==> src/rtl/core/ptrs_pkg.sv <==
// ----------------------------------------------------------------------------
// Periodic task release scheduler package
// Shared widths, reset values, codes and types of the scheduler core.
// ----------------------------------------------------------------------------
package ptrs_pkg;

   localparam int DEF_SLOT_COUNT = 8;
   localparam int SLOT_W         = 5;
   localparam int PERIOD_W       = 16;
   localparam int TICK_W         = 16;
   localparam int TIME_W         = 32;
   localparam int CSR_DATA_W     = 32;
   localparam int CSR_INDEX_W    = 1;
   localparam int MASK_W         = 8;
   localparam int MASK_IDX_W     = 3;
   localparam int SCAN_W         = 4;
   localparam int MOD_CNT_W      = 5;

   localparam logic [TICK_W-1:0] TICK_MS_RESET        = 16'd1;
   localparam logic [TIME_W-1:0] HYPERPERIOD_MS_RESET = 32'd1000;

   // Operation codes of a request.
   localparam logic OP_REGISTER = 1'b0;
   localparam logic OP_TICK     = 1'b1;

   // Configuration register indexes.
   localparam logic [CSR_INDEX_W-1:0] CSR_TICK_MS        = 1'b0;
   localparam logic [CSR_INDEX_W-1:0] CSR_HYPERPERIOD_MS = 1'b1;

   typedef enum logic [2:0] {
      ST_IDLE,
      ST_REG_CHECK,
      ST_TICK_ADDR,
      ST_TICK_DATA,
      ST_TICK_DIV,
      ST_RESP
   } state_type;

   // Status returned by the serial remainder unit.
   typedef struct packed {
      logic done;
      logic is_zero;
   } mod_result_type;

endpackage

==> src/rtl/core/ptrs_ram.sv <==
// ----------------------------------------------------------------------------
// Generic single-port-write RAM
// One write port and one read port with a registered read.
// ----------------------------------------------------------------------------
module ptrs_ram #(
   parameter int DATA_W = 17,
   parameter int DEPTH  = 8,
   parameter int ADDR_W = 3
) (
   input  logic              clock,
   input  logic              wr_en,
   input  logic [ADDR_W-1:0] wr_addr,
   input  logic [DATA_W-1:0] wr_data,
   input  logic              rd_en,
   input  logic [ADDR_W-1:0] rd_addr,
   output logic [DATA_W-1:0] rd_data
);

   logic [DATA_W-1:0] mem_ff [DEPTH];
   logic [DATA_W-1:0] rd_data_ff;

   always_ff @(posedge clock) begin
      if (wr_en) begin
         mem_ff[wr_addr] <= wr_data;
      end
      if (rd_en) begin
         rd_data_ff <= mem_ff[rd_addr];
      end
   end

   assign rd_data = rd_data_ff;

endmodule

==> src/rtl/core/ptrs_mod.sv <==
// ----------------------------------------------------------------------------
// Serial remainder unit
// Restoring division, one dividend bit per cycle; reports a zero remainder.
// ----------------------------------------------------------------------------
module ptrs_mod
   import ptrs_pkg::*;
(
   input  logic                clock,
   input  logic                reset,
   input  logic                start,
   input  logic [TIME_W-1:0]   dividend,
   input  logic [PERIOD_W-1:0] divisor,
   output mod_result_type      result
);

   logic                 busy_ff, busy_in;
   logic                 done_ff, done_in;
   logic [MOD_CNT_W-1:0] cnt_ff, cnt_in;
   logic [TIME_W-1:0]    quo_ff, quo_in;
   logic [PERIOD_W:0]    rem_ff, rem_in;
   logic [PERIOD_W-1:0]  div_ff, div_in;
   logic [PERIOD_W:0]    rem_shift;

   // The remainder stays below the divisor, so the shifted value fits in 17 bits.
   assign rem_shift = {rem_ff[PERIOD_W-1:0], quo_ff[TIME_W-1]};

   always_comb begin
      busy_in = busy_ff;
      done_in = 1'b0;
      cnt_in  = cnt_ff;
      quo_in  = quo_ff;
      rem_in  = rem_ff;
      div_in  = div_ff;
      if (start) begin
         busy_in = 1'b1;
         cnt_in  = '0;
         quo_in  = dividend;
         rem_in  = '0;
         div_in  = divisor;
      end else if (busy_ff) begin
         quo_in = {quo_ff[TIME_W-2:0], 1'b0};
         if (rem_shift >= {1'b0, div_ff}) begin
            rem_in = rem_shift - {1'b0, div_ff};
         end else begin
            rem_in = rem_shift;
         end
         cnt_in = cnt_ff + 1'b1;
         if (cnt_ff == MOD_CNT_W'(TIME_W - 1)) begin
            busy_in = 1'b0;
            done_in = 1'b1;
         end
      end
   end

   always_ff @(posedge clock) begin
      if (reset) begin
         busy_ff <= 1'b0;
         done_ff <= 1'b0;
      end else begin
         busy_ff <= busy_in;
         done_ff <= done_in;
      end
   end

   always_ff @(posedge clock) begin
      cnt_ff <= cnt_in;
      quo_ff <= quo_in;
      rem_ff <= rem_in;
      div_ff <= div_in;
   end

   assign result.done    = done_ff;
   assign result.is_zero = (rem_ff == '0);

endmodule

==> src/rtl/core/periodic_task_release_scheduler.sv <==
// ----------------------------------------------------------------------------
// Periodic task release scheduler
// Cyclic executive: slot table of periodic tasks and a millisecond counter.
// ----------------------------------------------------------------------------
// A register request reads its slot, checks it and queues its answer. A tick
// request reads each scanned slot in turn and runs the serial remainder unit
// for every slot that holds a task with a nonzero period, then queues the
// answer. One request is processed at a time; the next is taken once the
// answer is queued. Reset is synchronous: table empty, time 0, tick 1 ms,
// wrap 1000 ms.
// ----------------------------------------------------------------------------
module periodic_task_release_scheduler
   import ptrs_pkg::*;
#(
   parameter int SLOT_COUNT = DEF_SLOT_COUNT
) (
   input  logic                   clock,
   input  logic                   reset,
   // Request channel.
   input  logic                   req_valid,
   output logic                   req_ready,
   input  logic                   req_op,
   input  logic [SLOT_W-1:0]      req_slot,
   input  logic [PERIOD_W-1:0]    req_period_ms,
   input  logic                   req_has_task,
   // Response channel.
   output logic                   rsp_valid,
   input  logic                   rsp_ready,
   output logic [MASK_W-1:0]      rsp_fire_mask,
   output logic                   rsp_accepted,
   output logic [TIME_W-1:0]      rsp_tick_time,
   // Configuration write port.
   input  logic                   csr_we,
   input  logic [CSR_INDEX_W-1:0] csr_index,
   input  logic [CSR_DATA_W-1:0]  csr_wdata
);

   localparam int IDX_W      = (SLOT_COUNT > 1) ? $clog2(SLOT_COUNT) : 1;
   // Only the first eight slots can show up in the fire mask, so the scan
   // stops there; releases of higher slots would have no visible effect.
   localparam int TICK_SLOTS = (SLOT_COUNT < MASK_W) ? SLOT_COUNT : MASK_W;
   localparam int ENTRY_W    = PERIOD_W + 1;

   state_type state_ff, state_in;

   // Request held for the duration of its processing.
   logic                  op_ff;
   logic [SLOT_W-1:0]     slot_ff;
   logic [PERIOD_W-1:0]   period_ff;
   logic                  has_task_ff;
   logic                  accepted_ff, accepted_in;
   logic [MASK_W-1:0]     mask_ff, mask_in;
   logic [SCAN_W-1:0]     scan_ff, scan_in;

   // Architectural state outside the table.
   logic [TIME_W-1:0]     time_ff, time_in;
   logic [TICK_W-1:0]     tick_ff;
   logic [TIME_W-1:0]     hyper_ff;
   // One bit per table entry: an entry never written since reset reads as
   // an empty slot with a zero period.
   logic [SLOT_COUNT-1:0] written_ff, written_in;

   // Response register.
   logic                  rsp_valid_ff, rsp_valid_in;
   logic [MASK_W-1:0]     rsp_mask_ff;
   logic                  rsp_accepted_ff;
   logic [TIME_W-1:0]     rsp_time_ff;
   logic                  rsp_load;

   // Table and remainder unit hookup.
   logic                  ram_we;
   logic [IDX_W-1:0]      ram_waddr;
   logic [ENTRY_W-1:0]    ram_wdata;
   logic                  ram_re;
   logic [IDX_W-1:0]      ram_raddr;
   logic [ENTRY_W-1:0]    ram_rdata;
   logic                  mod_start;
   mod_result_type        mod_result;

   logic [IDX_W-1:0]      slot_addr;
   logic [IDX_W-1:0]      scan_addr;
   logic                  slot_in_range;
   logic                  slot_occupied;
   logic                  entry_live;
   logic                  scan_last;
   logic                  out_free;
   logic [TIME_W-1:0]     time_sum;

   assign slot_addr     = IDX_W'(slot_ff);
   assign scan_addr     = IDX_W'(scan_ff);
   assign slot_in_range = ({1'b0, slot_ff} < (SLOT_W + 1)'(SLOT_COUNT));
   assign slot_occupied = written_ff[slot_addr] & ram_rdata[PERIOD_W];
   // A slot is a release candidate when it holds a task with a nonzero period.
   assign entry_live    = written_ff[scan_addr] & ram_rdata[PERIOD_W] &
                          (ram_rdata[PERIOD_W-1:0] != '0);
   assign scan_last     = (scan_ff == SCAN_W'(TICK_SLOTS - 1));
   assign out_free      = !rsp_valid_ff || rsp_ready;
   // The sum wraps at 2^32; only an exact hit of the hyperperiod resets time.
   assign time_sum      = time_ff + {{(TIME_W - TICK_W){1'b0}}, tick_ff};

   // Next state.
   always_comb begin
      state_in = state_ff;
      case (state_ff)
         ST_IDLE: begin
            if (req_valid) begin
               state_in = (req_op == OP_TICK) ? ST_TICK_ADDR : ST_REG_CHECK;
            end
         end
         ST_REG_CHECK: begin
            state_in = ST_RESP;
         end
         ST_TICK_ADDR: begin
            state_in = ST_TICK_DATA;
         end
         ST_TICK_DATA: begin
            if (entry_live) begin
               state_in = ST_TICK_DIV;
            end else begin
               state_in = scan_last ? ST_RESP : ST_TICK_ADDR;
            end
         end
         ST_TICK_DIV: begin
            if (mod_result.done) begin
               state_in = scan_last ? ST_RESP : ST_TICK_ADDR;
            end
         end
         ST_RESP: begin
            if (out_free) begin
               state_in = ST_IDLE;
            end
         end
         default: begin
            state_in = ST_IDLE;
         end
      endcase
   end

   // Control outputs of each state.
   always_comb begin
      req_ready = 1'b0;
      ram_re    = 1'b0;
      ram_raddr = slot_addr;
      ram_we    = 1'b0;
      mod_start = 1'b0;
      rsp_load  = 1'b0;
      case (state_ff)
         ST_IDLE: begin
            // A register request reads its slot while it is being taken.
            req_ready = 1'b1;
            ram_re    = 1'b1;
            ram_raddr = IDX_W'(req_slot);
         end
         ST_REG_CHECK: begin
            ram_we = slot_in_range && !slot_occupied;
         end
         ST_TICK_ADDR: begin
            ram_re    = 1'b1;
            ram_raddr = scan_addr;
         end
         ST_TICK_DATA: begin
            mod_start = entry_live;
         end
         ST_TICK_DIV: begin
         end
         ST_RESP: begin
            rsp_load = out_free;
         end
         default: begin
         end
      endcase
   end

   assign ram_waddr = slot_addr;
   assign ram_wdata = {has_task_ff, period_ff};

   // Working registers of the current request.
   always_comb begin
      accepted_in  = accepted_ff;
      mask_in      = mask_ff;
      scan_in      = scan_ff;
      written_in   = written_ff;
      time_in      = time_ff;
      rsp_valid_in = rsp_valid_ff;
      if (rsp_ready) begin
         rsp_valid_in = 1'b0;
      end
      case (state_ff)
         ST_IDLE: begin
            accepted_in = 1'b0;
            mask_in     = '0;
            scan_in     = '0;
         end
         ST_REG_CHECK: begin
            accepted_in = ram_we;
            if (ram_we) begin
               written_in[slot_addr] = 1'b1;
            end
         end
         ST_TICK_DATA: begin
            if (!entry_live) begin
               scan_in = scan_ff + 1'b1;
            end
         end
         ST_TICK_DIV: begin
            if (mod_result.done) begin
               scan_in = scan_ff + 1'b1;
               if (mod_result.is_zero) begin
                  mask_in[scan_ff[MASK_IDX_W-1:0]] = 1'b1;
               end
            end
         end
         ST_RESP: begin
            if (rsp_load) begin
               rsp_valid_in = 1'b1;
               if (op_ff == OP_TICK) begin
                  time_in = (time_sum == hyper_ff) ? '0 : time_sum;
               end
            end
         end
         default: begin
         end
      endcase
   end

   // Control state and configuration registers.
   always_ff @(posedge clock) begin
      if (reset) begin
         state_ff     <= ST_IDLE;
         rsp_valid_ff <= 1'b0;
         written_ff   <= '0;
         time_ff      <= '0;
         tick_ff      <= TICK_MS_RESET;
         hyper_ff     <= HYPERPERIOD_MS_RESET;
      end else begin
         state_ff     <= state_in;
         rsp_valid_ff <= rsp_valid_in;
         written_ff   <= written_in;
         time_ff      <= time_in;
         if (csr_we) begin
            case (csr_index)
               CSR_TICK_MS:        tick_ff  <= csr_wdata[TICK_W-1:0];
               CSR_HYPERPERIOD_MS: hyper_ff <= csr_wdata[TIME_W-1:0];
               default: begin
               end
            endcase
         end
      end
   end

   // Payload registers.
   always_ff @(posedge clock) begin
      if (req_valid && req_ready) begin
         op_ff       <= req_op;
         slot_ff     <= req_slot;
         period_ff   <= req_period_ms;
         has_task_ff <= req_has_task;
      end
      accepted_ff <= accepted_in;
      mask_ff     <= mask_in;
      scan_ff     <= scan_in;
      if (rsp_load) begin
         // Fields that do not belong to the request's kind read as zero.
         rsp_mask_ff     <= (op_ff == OP_TICK) ? mask_ff : '0;
         rsp_accepted_ff <= (op_ff == OP_REGISTER) ? accepted_ff : 1'b0;
         rsp_time_ff     <= (op_ff == OP_TICK) ? time_ff : '0;
      end
   end

   ptrs_ram #(
      .DATA_W (ENTRY_W),
      .DEPTH  (SLOT_COUNT),
      .ADDR_W (IDX_W)
   ) u_table (
      .clock   (clock),
      .wr_en   (ram_we),
      .wr_addr (ram_waddr),
      .wr_data (ram_wdata),
      .rd_en   (ram_re),
      .rd_addr (ram_raddr),
      .rd_data (ram_rdata)
   );

   ptrs_mod u_mod (
      .clock    (clock),
      .reset    (reset),
      .start    (mod_start),
      .dividend (time_ff),
      .divisor  (ram_rdata[PERIOD_W-1:0]),
      .result   (mod_result)
   );

   assign rsp_valid     = rsp_valid_ff;
   assign rsp_fire_mask = rsp_mask_ff;
   assign rsp_accepted  = rsp_accepted_ff;
   assign rsp_tick_time = rsp_time_ff;

endmodule

==> config.mk <==
export PLATFORM = sky130hd
export DESIGN_NAME = periodic_task_release_scheduler
export DESIGN_NICKNAME = d
export VERILOG_FILES = /design/src/rtl/core/ptrs_pkg.sv /design/src/rtl/core/ptrs_ram.sv /design/src/rtl/core/ptrs_mod.sv /design/src/rtl/core/periodic_task_release_scheduler.sv
export SDC_FILE = /design/constraint.sdc
export NUM_CORES = 1
export LEC_CHECK = 0
export ABC_AREA = 1
export ABC_CLOCK_PERIOD_IN_PS = 4700
export BUFFER_PORTS_ARGS = -buffer_cell sky130_fd_sc_hd__buf_2
export CORE_AREA = 3 3 330 235
export DETAILED_ROUTE_END_ITERATION = 16
export DIE_AREA = 0 0 333 238
export PLACE_DENSITY = 0.43
export RECOVER_POWER = 100
export SYNTH_ARGS = -nofsm -noshare
export SYNTH_HDL_FRONTEND = slang
export SYNTH_SLANG_ARGS = --single-unit
export TNS_END_PERCENT = 30
==> constraint.sdc <==
create_clock -name clock -period 4.7 [get_ports clock]
set_input_delay 0.94 -clock clock [delete_from_list [all_inputs] [get_ports clock]]
set_output_delay 0.94 -clock clock [all_outputs]
set_load 0.03 [all_outputs]
==> results_dict.tcl, run 1 <==
set metrics [dict create \
    outcome "complete, but fails checks" \
    violations "max-capacitance violations, max-slew violations" \
    syn_nets 2121 \
    grt_pass1_wl_mm 82.7 \
    worst_path_max_delay_cell "nor4_1" \
    diodes 0 \
    hold_end "u_mod.div_ff[8]$_DFFE_PP_" \
    power_leakage_uw 0.00849 \
    ff2ff_setup_slack_ns 0.98 \
    cts_max_level 2 \
    drc 0 \
    setup-tns-final_ns 0 \
    syn_to_final_growth_pct 16.0 \
    synth_flop_cell "edfxtp_1" \
    path_cells "nor4_1 -> a41oi_1 -> nand3_1 -> buf_4 -> inv_1 -> clkbuf_1" \
    synth.avg_cell_area_um2 9.18 \
    critPathArrivalTime_ns 3.90 \
    ys_async_sr_fraction_pct 0 \
    io_buffers 103 \
    grt_max_degree 69 \
    drv_slew 156 \
    setup_viol 0 \
    required_ns 4.89 \
    timing.rr.start "u_table.rd_data[9]$_DFFE_PN_" \
    numCtsBuffers 46 \
    r2r_end "u_mod.div_ff[9]$_DFFE_PP_" \
    die-height_um 238 \
    cts_buffer_depth 3 \
    finalHoldViolations 0 \
    regArea_mm2 0.0107 \
    synthCells 2023 \
    post_cts_buffers 0 \
    cpPeakStageDelay_ns 0.72 \
    startpoint "u_table.rd_data[9]$_DFFE_PN_" \
    ir_worst_vdd_v 0.000504 \
    ys_seq_area_share_pct 57.4 \
    yosysTopAreaCell "edfxtp_1" \
    antenna_left 0 \
    wl_mm 54.3 \
    path_clk_slew_ns 0.06 \
    synth_area_leaders "edfxtp_1 45%, dfxtp_1 13%, nand2_1 9.2%, nor2_1 4.9%, inv_1 4.5%" \
    ys.warnings.count 0 \
    nets 2228 \
    cts_tree "done" \
    synth_top_area_share_pct 44.9 \
    whs_path_depth 0 \
    crit_fanout 57 \
    ys_top_cells_by_count "453 x nand2_1, 278 x edfxtp_1, 241 x nor2_1" \
    cts_hold_buf 0 \
    cts_sinks 394 \
    first_iter_violations 1018 \
    synth_seq_cells 394 \
    hp-class "flop to flop" \
    root_buffer "clkbuf_16" \
    core-area_mm2 0.0746 \
    groute.usage.overall_pct 13.5 \
    grt_pass1_vias 13527 \
    relSlewSlack_pct -102 \
    p_seq_share_pct 44.3 \
    dr.pass1.iters 5 \
    path_class "flop to flop" \
    gp_congestion 0.889 \
    nFillCells 7895 \
    hp-start "u_table.rd_data[8]$_DFFE_PN_" \
    power_frac_comb_pct 19.5 \
    cap_viol_max_count 6 \
    synth_cell_type_count 47 \
    vias 13986 \
    p_sw_uw 3010 \
    reg2reg_depth 6 \
    rows 84 \
    wl_per_cell_um 17.2 \
    place_area_mm2 0.0202 \
    layout-drive-gt1-share_pct 9.37 \
    place_hpwl_mm 38.2 \
    cts_resized 0 \
    vias_per_cell 4.43 \
    power_density_mw_per_mm2 460 \
    die_area_mm2 0.0793 \
    end_kind "flop" \
    worst_pin_slew_ns 3.03 \
    grt_setup_unrepaired "no" \
    power_uw 9910 \
    final_area_mm2 0.0215 \
    start_kind "flop" \
    die_w_um 333 \
    antenna_found_initial 2 \
    clock_latency_ns 0.58 \
    finalCriticalPeriod_ns 3.72 \
    start_util_pct 24.9 \
    ioPinCount 104 \
    power.clock.fraction_pct 36.2 \
    p_int_uw 6900 \
    netSwitchingFraction_pct 30.4 \
    synth_edf_count 278 \
    max_freq_mhz 269 \
    overflow 0 \
    yosysMostFrequentCell "nand2_1" \
    syn_area_mm2 0.0186 \
    multi_input_area_mm2 0.00664 \
    finClkSkew_ns 0.0291 \
    finalCritPeriodShare_pct 79.1 \
]
[worst max path at each step]
stage	end	slack, ns	cells after the start
6_report	u_mod.div_ff[9]$_DFFE_PP_	0.98	6
5_1_grt	u_table.rd_data[16]$_DFFE_PN_	0.54	12
2_1_floorplan	time_ff[19]$_SDFFE_PP0P_	0.61	9
3_5_place_dp	time_ff[31]$_SDFFE_PP0P_	1.19	19
4_1_cts	time_ff[31]$_SDFFE_PP0P_	1.16	19
3_3_place_gp	time_ff[31]$_SDFFE_PP0P_	1.22	17
[critical path, delay by kind of cell (launching register included)]
| kind | cells | cell delay, ns |
|---|---|---|
| flip-flops | 1 | 0.39 |
| AND/OR/NAND/NOR | 2 | 0.93 |
| AO/OA/AOI/OAI | 1 | 0.43 |
| buffers and inverters | 3 | 1.56 |
[layout make-up]
type	instances	area share, %
clock buffer	67	6.09
timing repair buffer	127	2.72
clock inverter	18	0.952
sequential	394	49.5
tap	989	5.74
multi-input combinational	1324	30.8
inverter	237	4.13
[through the flow]
stage                     worst slack (ns)  util [%]  cells  hold WS, ns
after floorplan                      0.609         -   2023        0.427
after global placement                1.22      27.1   3071        0.447
after detailed placement              1.19      27.1   3071        0.444
after CTS                             1.16      29.2   3156        0.459
after global routing                 0.539      28.9   3156        0.477
final                                0.982      28.9   3156        0.460
[kinds of logic after synthesis]
| logic type | Yosys count | share of synthesized area (%) |
|---|---|---|
| and+or+nand+nor | 906 | 20.9 |
| DFF | 394 | 57.4 |
| AOI/OAI and AO/OA | 348 | 11.0 |
| buffers and inverters | 305 | 6.37 |
| adders and majority gates | 37 | 2.57 |
| xor gates and xnor gates | 33 | 1.72 |
[placed cells by master (no fill, tap or decap), types with 13 or more instances in the layout]
cell type  netlist  routed
a21oi_1         70      72
a21oi_2         31      29
o211ai_1        14      14
nor3_1          19      19
o22ai_1         23      23
inv_1          225     227
nand3_1         84      87
clkbuf_16        0      48
a31oi_1         18      18
dfxtp_1        116     116
nand3b_1        13      13
ha_1            35      35
nand4_1         16      16
nand2_2         44      20
xnor2_1         21      21
o21a_1          26      26
nor2_1         241     242
clkbuf_1        53      76
edfxtp_1       278     278
buf_2           10      55
nand2_1        453     477
o21ai_0        152     152
[power groups by stage]
| stage | logic, uW | clock network (uW) | registers, uW |
|---|---|---|---|
| after floorplan | 1370 | 0 | 4360 |
| after global placement | 1960 | 0 | 4460 |
| after detailed placement | 1980 | 0 | 4460 |
| after CTS | 1990 | 3710 | 4390 |
| after global routing | 2210 | 3840 | 4430 |
| final | 1930 | 3590 | 4390 |
[sequential cells by signal, summed over array words and instances, names as in the netlist, 16 cells and up]
register         cells
u_mod.quo_ff        32
time_ff             32
tick_ff             16
period_ff           16
u_table.mem_ff     136
rsp_tick_time       32
u_mod.div_ff        16
u_table.rd_data     17
hyper_ff            32
u_mod.rem_ff        17
[routing by layer]
metal  vias up  track usage [%]  share of wire, %
li1       6971                -                 -
met1      6689             21.7                55
met4         4             3.22               1.7
met3        50             1.95               4.6
met5         -                0             0.057
met2       272             18.6                39
Power figures use the tool's default switching activity.
==> run 2, diff against run 1 <==
--- a/config.mk
+++ b/config.mk
@@ -6,12 +6,12 @@
 export NUM_CORES = 1
 export LEC_CHECK = 0
 export ABC_AREA = 1
-export ABC_CLOCK_PERIOD_IN_PS = 4700
+export ABC_CLOCK_PERIOD_IN_PS = 3400
 export BUFFER_PORTS_ARGS = -buffer_cell sky130_fd_sc_hd__buf_2
 export CORE_AREA = 3 3 330 235
 export DETAILED_ROUTE_END_ITERATION = 16
 export DIE_AREA = 0 0 333 238
-export PLACE_DENSITY = 0.43
+export PLACE_DENSITY = 0.45
 export RECOVER_POWER = 100
 export SYNTH_ARGS = -nofsm -noshare
 export SYNTH_HDL_FRONTEND = slang
==> constraint.sdc (replaced) <==
create_clock -name clock -period 3.4 [get_ports clock]
set_input_delay 0.68 -clock clock [delete_from_list [all_inputs] [get_ports clock]]
set_output_delay 0.68 -clock clock [all_outputs]
set_load 0.03 [all_outputs]
==> run 2 against run 1 <==
The run still ends with max-capacitance violations, max-slew violations left; via count up 2.0%; flip-flop and latch count unchanged; cell area up 0.72%; critical path depth up 12; register-to-register slack worse by 0.69 ns; sequential power up 38%; non-clock buffer count up 26; count of clock-buffer cells in the layout up 1; clock power up 33%; first-iteration DRC count down 2.5%; sequential share of layout area down 0.35 points; critical endpoint is now time_ff[27]$_SDFFE_PP0P_; largest power group unchanged; highest routed layer unchanged.
==> results_dict.tcl, run 2 (synthesis gave the netlist of run 1 again) <==
set metrics [dict create \
    power_uw 13600 \
    gp_congestion 0.931 \
    io_buffers 103 \
    die_area_mm2 0.0793 \
    regMostFlops "u_table.mem_ff" \
    first_iter_violations 993 \
    die_w_um 333 \
    ioPinCount 104 \
    fin_cells 3180 \
    layout-drive-gt1-share_pct 10.7 \
    wl_mm 56.2 \
    cpPeakStageDelay_ns 0.38 \
    finalHoldViolations 0 \
    crit_fanout 32 \
    largest_register_ffs 136 \
    cts_sinks 394 \
    cts_tree "done" \
    relSlewSlack_pct -50.7 \
    path_buf_inv 1 \
    cap_viol_max_count 1 \
    groute.usage.overall_pct 14.0 \
    post-place-cells 3097 \
    dr.pass1.iters 7 \
    clock_latency_ns 0.58 \
    power_leakage_uw 0.00861 \
    grt_setup_unrepaired "no" \
    outcome "complete, but fails checks" \
    timing.final.ws_setup_ns 0.291 \
    antenna_left 0 \
    dr_wl_met3_mm 2.53 \
    cts_hold_buf 0 \
    met1_length_mm 30.0 \
    drc 0 \
    setup_viol 0 \
    cpMostUsedCell "nand2_1" \
    start_kind "flop" \
    core-area_mm2 0.0746 \
    antenna_found_initial 3 \
    overflow 0 \
    place_hpwl_mm 39.9 \
    wl_per_cell_um 17.7 \
    top_layer_used "met5" \
    place_ws_ns 0.127 \
    required_ns 3.83 \
    root_buffer "clkbuf_16" \
    path_clk_slew_ns 0.06 \
    setup-tns-final_ns 0 \
    violations "max-capacitance violations, max-slew violations" \
    die-height_um 238 \
    final_common_cell "nand2_1" \
    worst_pin_slew_ns 2.26 \
    numCtsBuffers 45 \
    path_class "flop to flop" \
    finalCriticalPeriod_ns 3.11 \
    path_cells "ha_1 -> nand2_1 -> nand3_1 -> nand2_1 -> nand2_1 -> nand2_1 -> nand2_1 -> nand2_1 -> nand2_1 -> nand2_1 -> nand2_1 -> nor2_1 -> nand3_1 -> nor2_1 -> nand3_2 -> buf_12 -> nand2_1 -> a21oi_2" \
    end_kind "flop" \
    start_util_pct 24.9 \
    power_density_mw_per_mm2 625 \
    met2_wirelength_mm 22.6 \
    finalCritPeriodShare_pct 91.4 \
    grt_max_degree 69 \
    max_freq_mhz 322 \
    ir_worst_vdd_v 0.000466 \
    final_cell_mix "477 x nand2_1, 278 x edfxtp_1, 243 x nor2_1, 226 x inv_1, 152 x o21ai_0" \
    nets 2253 \
    drv_slew 42 \
    worst_path_max_delay_cell "ha_1" \
    cts_buffer_depth 3 \
    syn_to_final_growth_pct 16.8 \
    vias 14268 \
    grt_pass1_wl_mm 85.9 \
    grt_pass1_vias 13832 \
    critPathArrivalTime_ns 3.54 \
    cts_max_level 2 \
    hp-class "input pin to flop" \
    diodes 0 \
    finClkSkew_ns 0.0215 \
    vias_per_cell 4.49 \
    crit_family "simple AND/OR/NAND/NOR gates" \
    rows 84 \
]
==> run 2: cell count changes in the layout (fill, tap and decap cells not counted), sizes merged <==
| cell | before | now |
|---|---|---|
| buf | 66 | 85 |
| bufinv | 4 | 3 |
| clkbuf | 128 | 136 |
| clkinv | 20 | 15 |
| clkinvlp | 0 | 2 |
| inv | 231 | 232 |
==> run 2: worst register-to-register path, cell delays in order, from the launching register on <==
cell	delay, ns
dfxtp_1	0.33
ha_1	0.38
nand2_1	0.11
nand3_1	0.24
nand2_1	0.13
nand2_1	0.18
nand2_1	0.14
nand2_1	0.19
nand2_1	0.15
nand2_1	0.11
nand2_1	0.08
nand2_1	0.05
nor2_1	0.12
nand3_1	0.12
nor2_1	0.16
nand3_2	0.12
buf_12	0.20
nand2_1	0.12
a21oi_2	0.05
==> run 2: what timing repair did <==
item,4_1_cts,5_1_grt
setup endpoints to repair,0,32
gates resized for setup,0,7
buffers inserted,0,0
==> run 2: layout make-up <==
type                    instances  area, um2
well taps                     989       1240
clock buffers                  68       1250
inverters                     237        890
repair buffers                153        798
flip-flops and latches        394      10700
multi-input cells            1324       6680
fillers                      7990      52900
clock inverters                15        174
==> run 2: power breakdown <==
group	leakage (uW)	switching, uW	internal, uW
registers	0.00356	323	5750
logic	0.00436	1860	831
clock network	0.000681	2010	2780
==> run 2: metrics by stage <==
step | util [%] | hold WS, ns | cell area, um2
2_1_floorplan | - | 0.427 | 18600
5_1_grt | 29.1 | 0.240 | 21700
3_3_place_gp | 27.4 | 0.439 | 20500
4_1_cts | 29.3 | 0.218 | 21900
6_report | 29.1 | 0.271 | 21700
3_5_place_dp | 27.4 | 0.444 | 20500
==> run 2: worst paths after layout <==
check | start | cells after the start | end | slack (ns)
hold / removal | req_slot[4] | 1 | slot_ff[4]$_DFFE_PP_ | 0.27
hold reg to reg | u_table.rd_data[8]$_DFFE_PN_ | 0 | u_mod.div_ff[8]$_DFFE_PP_ | 0.46
setup reg to reg | time_ff[2]$_SDFFE_PP0P_ | 18 | time_ff[27]$_SDFFE_PP0P_ | 0.29
setup / recovery | time_ff[2]$_SDFFE_PP0P_ | 18 | time_ff[27]$_SDFFE_PP0P_ | 0.29
==> run 2: per-layer routing <==
layer	GRT usage [%]	up-vias
li1	-	7032
met1	22.0	6854
met2	19.8	308
met3	2.13	70
met4	3.75	4
met5	0	-
